`src/rtl/core/lba_pkg.sv`:
```
// ----------------------------------------------------------------------------
// lba_pkg
// Shared widths, request and status codes, and the stack control and status
// types used by the arena stack allocator.
// ----------------------------------------------------------------------------
package lba_pkg;

	localparam int STACK_ENTRIES = 16;

	localparam int ADDR_W   = 32;
	localparam int REQ_W    = 21;
	localparam int SIZE_W   = REQ_W + 1;
	localparam int KIND_W   = 2;
	localparam int STATUS_W = 2;
	localparam int LIVE_W   = 5;

	localparam int DEPTH_W = $clog2(STACK_ENTRIES + 1);
	localparam int IDX_W   = (STACK_ENTRIES > 1) ? $clog2(STACK_ENTRIES) : 1;

	localparam int ALIGN_BYTES = 4;
	localparam logic [SIZE_W-1:0] ALIGN_ADD  = SIZE_W'(ALIGN_BYTES - 1);
	localparam logic [SIZE_W-1:0] ALIGN_MASK = ~SIZE_W'(ALIGN_BYTES - 1);

	localparam logic [KIND_W-1:0] KIND_ALLOC   = 2'd0;
	localparam logic [KIND_W-1:0] KIND_RELEASE = 2'd1;
	localparam logic [KIND_W-1:0] KIND_RESET   = 2'd2;
	localparam logic [KIND_W-1:0] KIND_REBASE  = 2'd3;

	localparam logic [STATUS_W-1:0] ST_OK    = 2'd0;
	localparam logic [STATUS_W-1:0] ST_FULL  = 2'd1;
	localparam logic [STATUS_W-1:0] ST_EMPTY = 2'd2;

	typedef struct packed {
		logic              push;
		logic              pop;
		logic              clear;
		logic [SIZE_W-1:0] wdata;
	} lba_stack_ctl_t;

	typedef struct packed {
		logic               full;
		logic               empty;
		logic [DEPTH_W-1:0] depth;
		logic [SIZE_W-1:0]  top;
	} lba_stack_sts_t;

endpackage

```
`src/rtl/core/lba_size_stack.sv`:
```
// ----------------------------------------------------------------------------
// lba_size_stack
// LIFO of rounded allocation sizes with depth counter; presents the top entry.
// ----------------------------------------------------------------------------
module lba_size_stack
	import lba_pkg::*;
(
	input  logic           clk,
	input  logic           arst_n,
	input  lba_stack_ctl_t ctl,
	output lba_stack_sts_t sts
);

	logic [SIZE_W-1:0]  stack_q [STACK_ENTRIES];
	logic [DEPTH_W-1:0] depth_q;
	logic [IDX_W-1:0]   wr_idx;
	logic [IDX_W-1:0]   top_idx;

	assign wr_idx  = IDX_W'(depth_q);
	assign top_idx = IDX_W'(depth_q - DEPTH_W'(1));

	always_ff @(posedge clk or negedge arst_n) begin
		if (!arst_n) begin
			depth_q <= '0;
		end else if (ctl.clear) begin
			depth_q <= '0;
		end else if (ctl.push) begin
			depth_q <= depth_q + DEPTH_W'(1);
		end else if (ctl.pop) begin
			depth_q <= depth_q - DEPTH_W'(1);
		end
	end

	always_ff @(posedge clk) begin
		if (ctl.push) begin
			stack_q[wr_idx] <= ctl.wdata;
		end
	end

	assign sts.full  = (depth_q == DEPTH_W'(STACK_ENTRIES));
	assign sts.empty = (depth_q == '0);
	assign sts.depth = depth_q;
	assign sts.top   = stack_q[top_idx];

endmodule

```
`src/rtl/core/lifo_bump_allocator_top.sv`:
```
// ----------------------------------------------------------------------------
// lifo_bump_allocator_top
// Arena stack allocator: allocate, release last, reset and rebase requests
// against a bump cursor with a LIFO of rounded block sizes.
// ----------------------------------------------------------------------------
//  channel   signals                                 transfer
//  request   start, busy, kind, request_bytes        start & !busy
//  result    done, block_address, status, live_count  done (one cycle)
//  config    cfg_valid, cfg_ready, cfg_data           cfg_valid & cfg_ready
//
//  A request is registered on transfer and resolved in the next cycle; its
//  result is on the ports with done high for the cycle after that.
//  One request per cycle while busy is low: the cursor add/subtract and the stack push/pop
//  finish in the single processing stage, so back-to-back requests chain.
//  busy is high only while a configuration write is offered.
//  After reset: cursor and arena start are 0 and the stack is empty.
//  The receiver cannot stall; results are never held.
// ----------------------------------------------------------------------------
module lifo_bump_allocator_top
	import lba_pkg::*;
(
	input  logic                clk,
	input  logic                arst_n,
	input  logic                start,
	output logic                busy,
	input  logic [KIND_W-1:0]   kind,
	input  logic [REQ_W-1:0]    request_bytes,
	output logic                done,
	output logic [ADDR_W-1:0]   block_address,
	output logic [STATUS_W-1:0] status,
	output logic [LIVE_W-1:0]   live_count,
	input  logic                cfg_valid,
	output logic                cfg_ready,
	input  logic [ADDR_W-1:0]   cfg_data
);

	logic               valid_s1;
	logic [KIND_W-1:0]  kind_s1;
	logic [SIZE_W-1:0]  size_s1;

	logic [ADDR_W-1:0]  cursor_q;
	logic [ADDR_W-1:0]  arena_start_q;

	logic [ADDR_W-1:0]  cursor_nxt;
	logic [ADDR_W-1:0]  arena_start_nxt;
	logic [ADDR_W-1:0]  addr_nxt;
	logic [STATUS_W-1:0] status_nxt;
	logic [DEPTH_W-1:0] depth_nxt;

	logic [SIZE_W-1:0]  rounded;
	logic               accept;
	logic               cfg_xfer;

	lba_stack_ctl_t     stk_ctl;
	lba_stack_sts_t     stk_sts;

	assign busy      = cfg_valid;
	assign cfg_ready = ~valid_s1;
	assign accept    = start & ~busy;
	assign cfg_xfer  = cfg_valid & cfg_ready;

	// round the request up to the alignment
	assign rounded = ({1'b0, request_bytes} + ALIGN_ADD) & ALIGN_MASK;

	always_ff @(posedge clk or negedge arst_n) begin
		if (!arst_n) begin
			valid_s1 <= 1'b0;
		end else begin
			valid_s1 <= accept;
		end
	end

	always_ff @(posedge clk) begin
		if (accept) begin
			kind_s1 <= kind;
			size_s1 <= rounded;
		end
	end

	lba_size_stack u_stack (
		.clk    (clk),
		.arst_n (arst_n),
		.ctl    (stk_ctl),
		.sts    (stk_sts)
	);

	always_comb begin
		cursor_nxt      = cursor_q;
		arena_start_nxt = arena_start_q;
		addr_nxt        = cursor_q;
		status_nxt      = ST_OK;
		depth_nxt       = stk_sts.depth;
		stk_ctl.push    = 1'b0;
		stk_ctl.pop     = 1'b0;
		stk_ctl.clear   = 1'b0;
		stk_ctl.wdata   = size_s1;
		if (valid_s1) begin
			case (kind_s1)
				KIND_ALLOC: begin
					if (stk_sts.full) begin
						status_nxt = ST_FULL;
					end else begin
						cursor_nxt   = cursor_q + ADDR_W'(size_s1);
						depth_nxt    = stk_sts.depth + DEPTH_W'(1);
						stk_ctl.push = 1'b1;
					end
				end
				KIND_RELEASE: begin
					if (stk_sts.empty) begin
						status_nxt = ST_EMPTY;
					end else begin
						cursor_nxt  = cursor_q - ADDR_W'(stk_sts.top);
						addr_nxt    = cursor_nxt;
						depth_nxt   = stk_sts.depth - DEPTH_W'(1);
						stk_ctl.pop = 1'b1;
					end
				end
				KIND_RESET: begin
					cursor_nxt    = arena_start_q;
					addr_nxt      = arena_start_q;
					depth_nxt     = '0;
					stk_ctl.clear = 1'b1;
				end
				KIND_REBASE: begin
					arena_start_nxt = cursor_q;
					depth_nxt       = '0;
					stk_ctl.clear   = 1'b1;
				end
				default: begin
					status_nxt = ST_OK;
				end
			endcase
		end
	end

	always_ff @(posedge clk or negedge arst_n) begin
		if (!arst_n) begin
			cursor_q      <= '0;
			arena_start_q <= '0;
		end else if (cfg_xfer) begin
			// a new base takes effect only with no allocation outstanding
			if (stk_sts.empty) begin
				cursor_q      <= cfg_data;
				arena_start_q <= cfg_data;
			end
		end else begin
			cursor_q      <= cursor_nxt;
			arena_start_q <= arena_start_nxt;
		end
	end

	always_ff @(posedge clk or negedge arst_n) begin
		if (!arst_n) begin
			done <= 1'b0;
		end else begin
			done <= valid_s1;
		end
	end

	always_ff @(posedge clk) begin
		if (valid_s1) begin
			block_address <= addr_nxt;
			status        <= status_nxt;
			live_count    <= LIVE_W'(depth_nxt);
		end
	end

endmodule

```
`config.mk`:
```
export PLATFORM = sky130hd
export DESIGN_NAME = lifo_bump_allocator_top
export DESIGN_NICKNAME = d
export VERILOG_FILES = /design/src/rtl/core/lba_pkg.sv /design/src/rtl/core/lba_size_stack.sv /design/src/rtl/core/lifo_bump_allocator_top.sv
export SDC_FILE = /design/constraint.sdc
export NUM_CORES = 1
export LEC_CHECK = 0
export ABC_AREA = 1
export BUFFER_PORTS_ARGS = -buffer_cell sky130_fd_sc_hd__buf_2
export CAP_MARGIN = 15
export CORE_ASPECT_RATIO = 1.25
export CORE_MARGIN = 2
export CORE_UTILIZATION = 40
export CTS_CLUSTER_SIZE = 14
export DETAILED_ROUTE_END_ITERATION = 16
export PLACE_DENSITY_LB_ADDON = 0.3
export SYNTH_ARGS = -nofsm -noshare
export SYNTH_HDL_FRONTEND = slang
export SYNTH_SLANG_ARGS = --single-unit
```
`constraint.sdc`:
```
create_clock -name clk -period 4 [get_ports clk]
set_input_delay 0.4 -clock clk [delete_from_list [all_inputs] [get_ports clk]]
set_output_delay 0.4 -clock clk [all_outputs]
set_load 0.05 [all_outputs]
```
After elaboration in Yosys (flattened, before gate mapping)
Memory sizes are Yosys's and may differ from the RTL's.
Cells that the tools add are included.
{"block": "word_totals", "word_cells": 62, "register_bits": 132, "mem_bits_rw": 320, "mem_count": 1, "out_inout_bits": 42}
{"name": "u_stack.stack_q", "depth": 16, "word_bits": 20, "rd": 1, "rd_clocked_by_memory_dff": 0, "write_ports": 1, "line": "lba_size_stack.sv:14", "source": "logic [SIZE_W-1:0] stack_q [STACK_ENTRIES];"}
{"block": "classes", "bitwise": 4, "n_reduce_logical": 9, "eq_ne": 6, "muxes": 27, "addsub": 5}
{"operator": "32-bit 2-to-1 mux", "count": 8}
{"operator": "32-bit case mux with 3 select lines", "count": 1}
{"operator": "32-bit case mux with 2 select lines", "count": 1}
{"operator": "32-bit by 22-bit adder with 32-bit output", "count": 1}
{"operator": "32-bit by 22-bit subtractor with 32-bit output", "count": 1}
{"operator": "5-bit 2-to-1 mux", "count": 5}
{"operator": "21-bit by 2-bit adder with 22-bit output, second input constant", "count": 1}
{"operator": "5-bit case mux with 3 select lines", "count": 1}
{"operator": "1-bit 2-to-1 mux", "count": 8}
{"operator": "5-bit by 1-bit adder with 5-bit output, second input constant", "count": 1}
{"operator": "5-bit equality test, second input constant", "count": 1}
{"operator": "5-bit zero test", "count": 1}
{"operator": "5-bit by 1-bit subtractor with 5-bit output, second input constant", "count": 1}
{"operator": "2-bit equality test, second input constant", "count": 2}
{"operator": "2-bit case mux with 2 select lines", "count": 1}
{"operator": "4-bit AND reduction", "count": 1}
{"operator": "2-bit nonzero test", "count": 2}
{"operator": "4-bit nonzero test", "count": 1}
{"operator": "3-bit 2-to-1 mux", "count": 1}
{"operator": "3-bit != test, second input constant", "count": 1}
{"operator": "3-bit AND reduction", "count": 1}
{"operator": "3-bit nonzero test", "count": 1}
{"operator": "1-bit bitwise AND", "count": 2}
{"operator": "2-bit by 1-bit equality test with 1-bit output, second input constant", "count": 1}
{"operator": "5 further kinds", "count": 6}

Logic depth before layout (Yosys ltp)
Gate-level depths: netlist (run 1).
{"block": "logic_depth", "word_depth": 7, "ltp_mapped": 31, "mapped_depth_nobuf": 26}

Modules after synthesis
Synthesis (run 1) repeated with hierarchy kept, for this count alone.
{"block": "hier_totals", "cells_unflattened": 2979, "hier_area_um2": 25498.2}
{"module": "lba_size_stack", "area_per_inst_um2": 15625.0, "n_inst": 1, "cells_per_inst": 1519, "seq_area_each_um2": 10695.3}
{"module": "lifo_bump_allocator_top", "area_per_inst_um2": 9873.2, "n_inst": 1, "cells_per_inst": 1460, "seq_area_each_um2": 3483.3}

Worst setup path after synthesis (run 1)
OpenSTA, ideal clock, no wires.
{"block": "synth_path", "path_kind": "flip-flop to flip-flop", "from": "reg valid_s1", "to": "mem u_stack.stack_q[3][0] (netlist name) (enable)", "t_arrival_ps": 3759, "path_stages_with_launch": 5, "setup_time_ps": 422, "required_time_ps": 3578, "n_path_buf": 0, "slack_ps": -181, "cell_sequence": "dfrtp_1 inv_1 nor2_2 inv_1 nor3_1"}
{"block": "synth_between", "elab_chain_cells": 3}
{"element": "from (decl)", "line": "lifo_bump_allocator_top.sv:37", "source": "logic valid_s1;"}
{"element": "from (signal assigned)", "line": "lifo_bump_allocator_top.sv:69", "source": "valid_s1 <= accept;"}
{"element": "3-bit 2-to-1 mux", "line": "lifo_bump_allocator_top.sv:97", "source": "if (valid_s1) begin"}
{"element": "1-bit 2-to-1 mux", "line": "lba_size_stack.sv:35", "source": "if (ctl.push) begin"}
{"element": "1-bit 2-to-1 mux (implied by the code)", "line": "lba_size_stack.sv:36", "source": "stack_q[wr_idx] <= ctl.wdata;"}
{"element": "to (decl)", "line": "lba_size_stack.sv:14"}
Every way passes these cells.

Worst setup path in the final report (run 1)
{"block": "layout_path", "from": "reg u_stack.depth_q[0]", "to": "reg cursor_q[16]"}
{"block": "layout_between", "elab_chain_cells": 7, "word_cells_on_any_way": 12, "classes_between": "add/sub (2); eq/ne (3); mux (4); reduce/logical (2); memory (1)"}
{"element": "from (decl)", "line": "lba_size_stack.sv:15", "source": "logic [DEPTH_W-1:0] depth_q;"}
{"element": "from (signal assigned)", "line": "lba_size_stack.sv:28", "source": "depth_q <= depth_q + DEPTH_W'(1);"}
{"element": "from (signal assigned)", "line": "lba_size_stack.sv:30", "source": "depth_q <= depth_q - DEPTH_W'(1);"}
{"element": "5-bit by 1-bit subtractor with 5-bit output"}
{"element": "memory read 16 x 20 bit"}
{"element": "32-bit by 22-bit subtractor with 32-bit output", "line": "lifo_bump_allocator_top.sv:112", "source": "cursor_nxt = cursor_q - ADDR_W'(stk_sts.top);"}
{"element": "32-bit 2-to-1 mux", "line": "lifo_bump_allocator_top.sv:109", "source": "if (stk_sts.empty) begin"}
{"element": "32-bit case mux with 3 select lines", "line": "lifo_bump_allocator_top.sv:98", "source": "case (kind_s1)"}
{"element": "32-bit 2-to-1 mux", "line": "lifo_bump_allocator_top.sv:97"}
{"element": "32-bit 2-to-1 mux", "line": "lifo_bump_allocator_top.sv:140", "source": "end else if (cfg_xfer) begin"}
{"element": "to (signal assigned)", "line": "lifo_bump_allocator_top.sv:143", "source": "cursor_q <= cfg_data;"}
{"element": "to (signal assigned)", "line": "lifo_bump_allocator_top.sv:147", "source": "cursor_q <= cursor_nxt;"}
{"element": "to (decl)", "line": "lifo_bump_allocator_top.sv:41", "source": "logic [ADDR_W-1:0] cursor_q;"}
Several ways; a longest one is shown, not always the timed one. The select of a mux whose other input is x is not followed.
A chain may end at the register's enable or synchronous reset.

==> results of run 1 <==
[metrics by stage]
| stage | instances | power [uW] | utilization |
|---|---|---|---|
| 4_1_cts | 3297 | 25700 | 0.467 |
| 6_report | 3301 | 27000 | 0.475 |
| 2_1_floorplan | 2363 | 15400 | - |
| 3_3_place_gp | 3208 | 21100 | 0.440 |
| 5_1_grt | 3301 | 29000 | 0.475 |
| 3_5_place_dp | 3208 | 21300 | 0.440 |
[synth_stat cells, types with 9 or more instances]
cell and instances:
inv_1 173, dfrtp_1 71, a22oi_1 41, ha_1 49, o21ai_0 130, nand3_1 118, or2_2 14, nor3_1 19
xor2_1 19, a31oi_1 41, a221oi_1 28, o211ai_1 9, buf_2 35, nor2_1 227, clkbuf_1 71, a21oi_1 203
nand2_1 610, edfxtp_1 381, o221ai_1 9, xnor2_1 15, nand4_1 16, o22ai_1 23
[report_power, final]
part           switching, uW  internal [uW]  total [uW]  leakage [uW]
clock                   1870           2410        4280      0.000724
combinational           9960           6500       16500       0.00557
sequential               588           5660        6250       0.00426
[area by class of cell]
class	count	area (um2)
clock buffer	60	1240
clock inverter	25	245
fill	5241	29300
inverter	180	688
multi-input combinational	1618	8530
sequential	452	13200
tap	742	928
timing repair buffer	224	1670
[metal layers]
metal / part of all wire / up-vias
met2: 0.50 / 644
met4: 0.034 / 0
met5: 0 / -
met3: 0.058 / 144
li1: - / 8499
met1: 0.41 / 8707
[state kept, by name (all words and copies together), names as in the netlist]
register,flops
u_stack.stack_q,320
arena_start_q,32
block_address,32
cursor_q,32
size_s1,20
live_count,5
u_stack.depth_q,5
kind_s1,2
status,2
done,1
valid_s1,1
[worst reg2reg max path, cell delays in order, from the launching register on]
cell and delay (ns):
dfrtp_4 0.49, inv_4 0.11, ha_4 0.26, inv_8 0.14, buf_12 0.13, buf_12 0.14, a21oi_1 0.06, a22oi_1 0.25
a221oi_2 0.11, or2_2 0.31, ha_1 0.36, nand2_1 0.10, nor2_2 0.18, nand2_1 0.07, nand3_1 0.11, nand2_1 0.09
nand2_2 0.11, xnor2_1 0.09, buf_4 0.14, o21ai_0 0.13, nand2_1 0.09, nand2_1 0.10, nand2_1 0.06, a21oi_1 0.15
[layout by cell type (no fill, tap or decap), drive strengths merged, types with 18 or more instances in the layout]
cell,count
a22oi,41
nand2,615
buf,217
inv,180
a31oi,41
dfrtp,71
nand3,120
ha,49
clkbuf,63
a21oi,203
xor2,19
edfxtp,381
o22ai,23
a221oi,28
nor2,236
clkinv,21
or2,18
o21ai,133
nor3,19
[path summary, 6_finish.rpt]
| path | end | depth (start not counted) | start | slack, ns |
|---|---|---|---|---|
| setup / recovery | cursor_q[16]$_DFFE_PN0P_ | 23 | u_stack.depth_q[0]$_DFFE_PN0P_ | 0.17 |
| hold / removal | arena_start_q[13]$_DFFE_PN0P_ | 3 | cfg_data[13] | 0.07 |
| setup reg to reg | cursor_q[16]$_DFFE_PN0P_ | 23 | u_stack.depth_q[0]$_DFFE_PN0P_ | 0.17 |
| hold reg to reg | cursor_q[0]$_DFFE_PN0P_ | 2 | cursor_q[0]$_DFFE_PN0P_ | 0.55 |
| max in group asynchronous | valid_s1$_DFF_PN0_ | 3 | arst_n | 2.74 |
| min in group asynchronous | cursor_q[12]$_DFFE_PN0P_ | 2 | arst_n | 0.35 |
[kinds of logic (layout without fill, tap and decap cells)]
| logic type | count (synthesis) | in the layout | synth area share |
|---|---|---|---|
| xor gates and xnor gates | 35 | 35 | 0.0144 |
| and+or+nand+nor | 1030 | 1030 | 0.190 |
| AOI/OAI and AO/OA | 502 | 502 | 0.129 |
| adders and majority gates | 51 | 51 | 0.0290 |
| DFF | 452 | 452 | 0.587 |
| buffers and inverters | 293 | 489 | 0.0516 |
[repair_timing]
item | 4_1_cts | 5_1_grt
cloned | 1 | 3
endpoints found under the hold margin | 40 | 0
gates resized for setup | 1 | 81
pin swaps | 0 | 14
setup endpoints to repair | 8 | 50
buffers inserted | 0 | 1
hold buffers | 3 | 0
==> metrics, run 1 <==
status=finished clean; Post-synth EDFFs=381; Synth-to-Final Area Change=17.8%; via count=18.0k; worst path required time=4.53 ns; Max Cap Viol=0; Slew Limit Fails=0; relative slew slack=0.359; Worst path slowest cell=dfrtp_4; Main synth FF type=edfxtp_1; dpl hpwl=46.3 mm; PnR worst setup slack=0.174 ns; layout cell share with drive strength beyond 1=0.158; GRT Max-Usage Layer=met2; Clock Tree Root=clkbuf_16; Worst Skew=0.0402 ns; met3 usage=0.0281; critical path's largest stage delay=0.49 ns; fin nets=2632; element type at the critical path end=register; DRT iter0 DRCs=1785; initial antenna violation count=0; Post-DP Area=0.0245 mm2; Die W=216 um; Cell variety after synth=48; die height=269 um; largest net degree at the start of global routing=105; vias in the first global route=17.7k; CTS Buf Count=46; Core Footprint=0.0558 mm2; ys async rst share=0.157; Clock Latency Late Sink=0.61 ns; met1 usage=0.299; cells along the critical path=inv_4 > ha_4 > inv_8 > buf_12 > buf_12 > a21oi_1 > a22oi_1 > a221oi_2 > or2_2 > ha_1 > nand2_1 > nor2_2 > nand2_1 > nand3_1 > nand2_1 > nand2_2 > xnor2_1 > buf_4 > o21ai_0 > nand2_1 > nand2_1 > nand2_1 > a21oi_1; syn_area_per_cell=9.53 um2; CTS tree=done; TritonCTS Sinks=452; Mapped Area=0.0225 mm2; Post-route DRC=0; Syn Nets=2473; top cells by area, synth=edfxtp_1, nand2_1, dfrtp_1, a21oi_1, nor2_1; synthesized flop and latch total=452; CP startpoint kind=register; WL/cell=20.8 um; Synth top area share=0.508; Worst Path Max Fanout=17; ant diodes=0; final wirelength=68.7 mm; Setup Crit Path Kind=register to register; worst hold slack=0.0663 ns; Mapped Cells=2363; drt pass-1 iters=5; largest area contributor in the netlist=edfxtp_1; Rows=97; Final Hold Viols=0; final estimated routing congestion in global placement=0.942; P_leak=0.0106 uW; design area=0.0265 mm2; worst-margin pin slew=0.961 ns; die area=0.0582 mm2; CP dominant cell by count=nand2_1; Seq/Total Area, Yosys=0.587; aggregate negative setup slack=0 ns; Worst Hold Class=input port to register; met2 Resource Use GR=0.400; FMAX=261 MHz; H-Tree Depth=2; global-route wire length before repair=104 mm; number of nets with antenna violations after routing=0; Total GRT Usage=0.232; Port Buffers=100; Setup-failing EPs final=0; Synthesis Warnings=0; period utilization=0.956; Bufs on Longest Clock Path=3; Top delay family on crit path=simple AND/OR/NAND/NOR gates; Initial Util=0.404; clock slew at reported path FFs=0.06 ns; Period minus WS final=3.83 ns; CP Buf/Inv Count=5; RSZ-0062 raised after global routing=true; # IOs=101; PwrDens=1020 mW/mm2; peak supply drop=0.000507 V; pre-CTS setup slack=-0.0388 ns; routed vias/inst=5.45; total gr overflow=0; CP arrival=4.36 ns
No activity file was read; power rests on OpenSTA's default activity.
==> inputs of run 2 (changes only) <==
--- a/config.mk
+++ b/config.mk
@@ -11,6 +11,7 @@
 export CORE_ASPECT_RATIO = 1.25
 export CORE_MARGIN = 2
 export CORE_UTILIZATION = 40
+export CTS_BUF_LIST = sky130_fd_sc_hd__clkbuf_2
 export CTS_CLUSTER_SIZE = 14
 export DETAILED_ROUTE_END_ITERATION = 16
 export PLACE_DENSITY_LB_ADDON = 0.3
==> metrics, run 2 (synthesized netlist as in run 1, its figures left out) <==
worst path required time=4.87 ns; final design utilization=0.488; Clock Latency Late Sink=1.17 ns; status=finished clean; Bufs on Longest Clock Path=3; Synth-to-Final Area Change=20.9%; P_leak=0.0111 uW; Worst Hold Class=input port to register; element type at the critical path end=register; # IOs=101; CTS Buf Count=111; worst-margin pin slew=0.974 ns; FMAX=264 MHz; DRT iter0 DRCs=1914; RSZ-0062 raised after global routing=true; Top delay family on crit path=simple AND/OR/NAND/NOR gates; Worst Path Max Fanout=17; Slew Limit Fails=0; pre-CTS setup slack=-0.0388 ns; fin nets=2823; critical path's largest stage delay=0.51 ns; vias in the first global route=19.0k; Die W=216 um; M1 WL=28.2 mm; Setup-failing EPs final=0; period utilization=0.948; clock slew at reported path FFs=0.12 ns; peak supply drop=0.000466 V; max reg flops=320; Final Hold Viols=0; Setup Crit Path Kind=register to register; PnR worst setup slack=0.208 ns; WL/cell=19.9 um; Total GRT Usage=0.240; die height=269 um; routed vias/inst=5.35; CP Buf/Inv Count=4; largest net degree at the start of global routing=105; Rows=97; die area=0.0582 mm2; global-route wire length before repair=107 mm; Worst Skew=0.0893 ns; Worst path slowest cell=dfrtp_4; Initial Util=0.404; total gr overflow=0; cells along the critical path=inv_4 > ha_4 > inv_8 > buf_12 > buf_12 > a21oi_1 > a22oi_1 > a221oi_1 > or2_2 > ha_4 > nand2_1 > nor2_1 > nand2_1 > nand3_1 > nand2_1 > nand2_2 > nand2_1 > nand2_1 > nand2_1 > nand3_1 > nand2_1 > nand2_1 > o21ai_0; Period minus WS final=3.79 ns; aggregate negative setup slack=0 ns; most frequent cells in the layout=nand2_1, edfxtp_1, nor2_1, a21oi_1, inv_1; H-Tree Depth=3; via count=19.0k; TritonCTS Sinks=452; WL met3=4.24 mm; highest routed layer=met4; drt pass-1 iters=6; # fillers=5276; Post-route DRC=0; CP dominant cell by count=nand2_1; final wirelength=70.5 mm; Max Cap Viol=0; Core Footprint=0.0558 mm2; commonest non-fill, non-tap cell in the layout=nand2_1; Clock Tree Root=clkbuf_2; Tot Pwr=25800 uW; metal2 WL=35.4 mm; initial antenna violation count=3; final estimated routing congestion in global placement=0.942; Port Buffers=100; relative slew slack=0.350; dpl hpwl=46.3 mm; CP arrival=4.66 ns; number of nets with antenna violations after routing=0; PwrDens=946 mW/mm2; CP startpoint kind=register; CTS tree=done; Largest Register=u_stack.stack_q; layout cell share with drive strength beyond 1=0.180
run 2: cell types whose count changed in the layout (fill, tap and decap cells not counted), moves of 5 or more:
| cell | previous run | this run |
|---|---|---|
| clkbuf_16 | 50 | 2 |
| clkinv_2 | 7 | 2 |
| clkinv_1 | 12 | 28 |
| clkbuf_2 | 0 | 165 |
| clkbuf_1 | 11 | 0 |
| dlygate4sd3_1 | 3 | 128 |
run 2: through the flow:
| stage | instance area [um2] | hold WS (ns) | cells |
|---|---|---|---|
| after floorplan | 22500 | 0.104 | 2363 |
| after global placement | 24500 | 0.425 | 3208 |
| after detailed placement | 24500 | 0.434 | 3208 |
| after CTS | 26900 | 0.000449 | 3536 |
| after global routing | 27200 | 0.114 | 3541 |
| final | 27200 | 0.128 | 3541 |
run 2: cell type report:
type                       count  area, um2  area share
antenna                        1       2.50   0.0000918
clock buffer                 165        826      0.0303
clock inverter                33        148     0.00542
inverter                     180        688      0.0253
multi-input combinational   1618       8500       0.312
sequential                   452      13200       0.485
tap                          742        928      0.0341
timing repair buffer         350       2930       0.108
run 2: worst reg2reg max path: stages, from the launching register on:
cell and delay (ns):
dfrtp_4 0.51, inv_4 0.12, ha_4 0.26, inv_8 0.13, buf_12 0.13, buf_12 0.14, a21oi_1 0.06, a22oi_1 0.21
a221oi_1 0.13, or2_2 0.33, ha_4 0.30, nand2_1 0.09, nor2_1 0.16, nand2_1 0.07, nand3_1 0.11, nand2_1 0.08
nand2_2 0.12, nand2_1 0.14, nand2_1 0.09, nand2_1 0.05, nand3_1 0.07, nand2_1 0.05, nand2_1 0.06, o21ai_0 0.11
run 2: power by group:
part / switching, uW / internal [uW]
registers: 589 / 5650
clock network: 1900 / 1110
logic: 9910 / 6610
run 2: layer usage:
metal	GRT usage	up-vias
met5	0	-
met4	0.104	0
met2	0.418	754
met1	0.296	9083
met3	0.0360	154
li1	-	8969
run 2: repair_timing:
| item | 4_1_cts | 5_1_grt |
|---|---|---|
| endpoints found under the hold margin | 180 | 0 |
| cloned | 1 | 2 |
| endpoints found under the setup margin | 14 | 51 |
| hold buffers | 129 | 0 |
| gates resized for setup | 3 | 70 |
| pin swaps | 0 | 10 |
| buffers inserted | 0 | 2 |
run 2: final timing paths:
check | start | cells after the start | slack [ns] | endpoint
max in group asynchronous | arst_n | 4 | 3.19 | valid_s1$_DFF_PN0_
min in group asynchronous | arst_n | 4 | 0.35 | arena_start_q[13]$_DFFE_PN0P_
min reg2reg | cursor_q[0]$_DFFE_PN0P_ | 2 | 0.54 | arena_start_q[0]$_DFFE_PN0P_
max reg2reg | u_stack.depth_q[0]$_DFFE_PN0P_ | 23 | 0.21 | block_address[23]$_DFFE_PP_
min | cfg_data[7] | 4 | 0.13 | arena_start_q[7]$_DFFE_PN0P_
max | u_stack.depth_q[0]$_DFFE_PN0P_ | 23 | 0.21 | block_address[23]$_DFFE_PP_
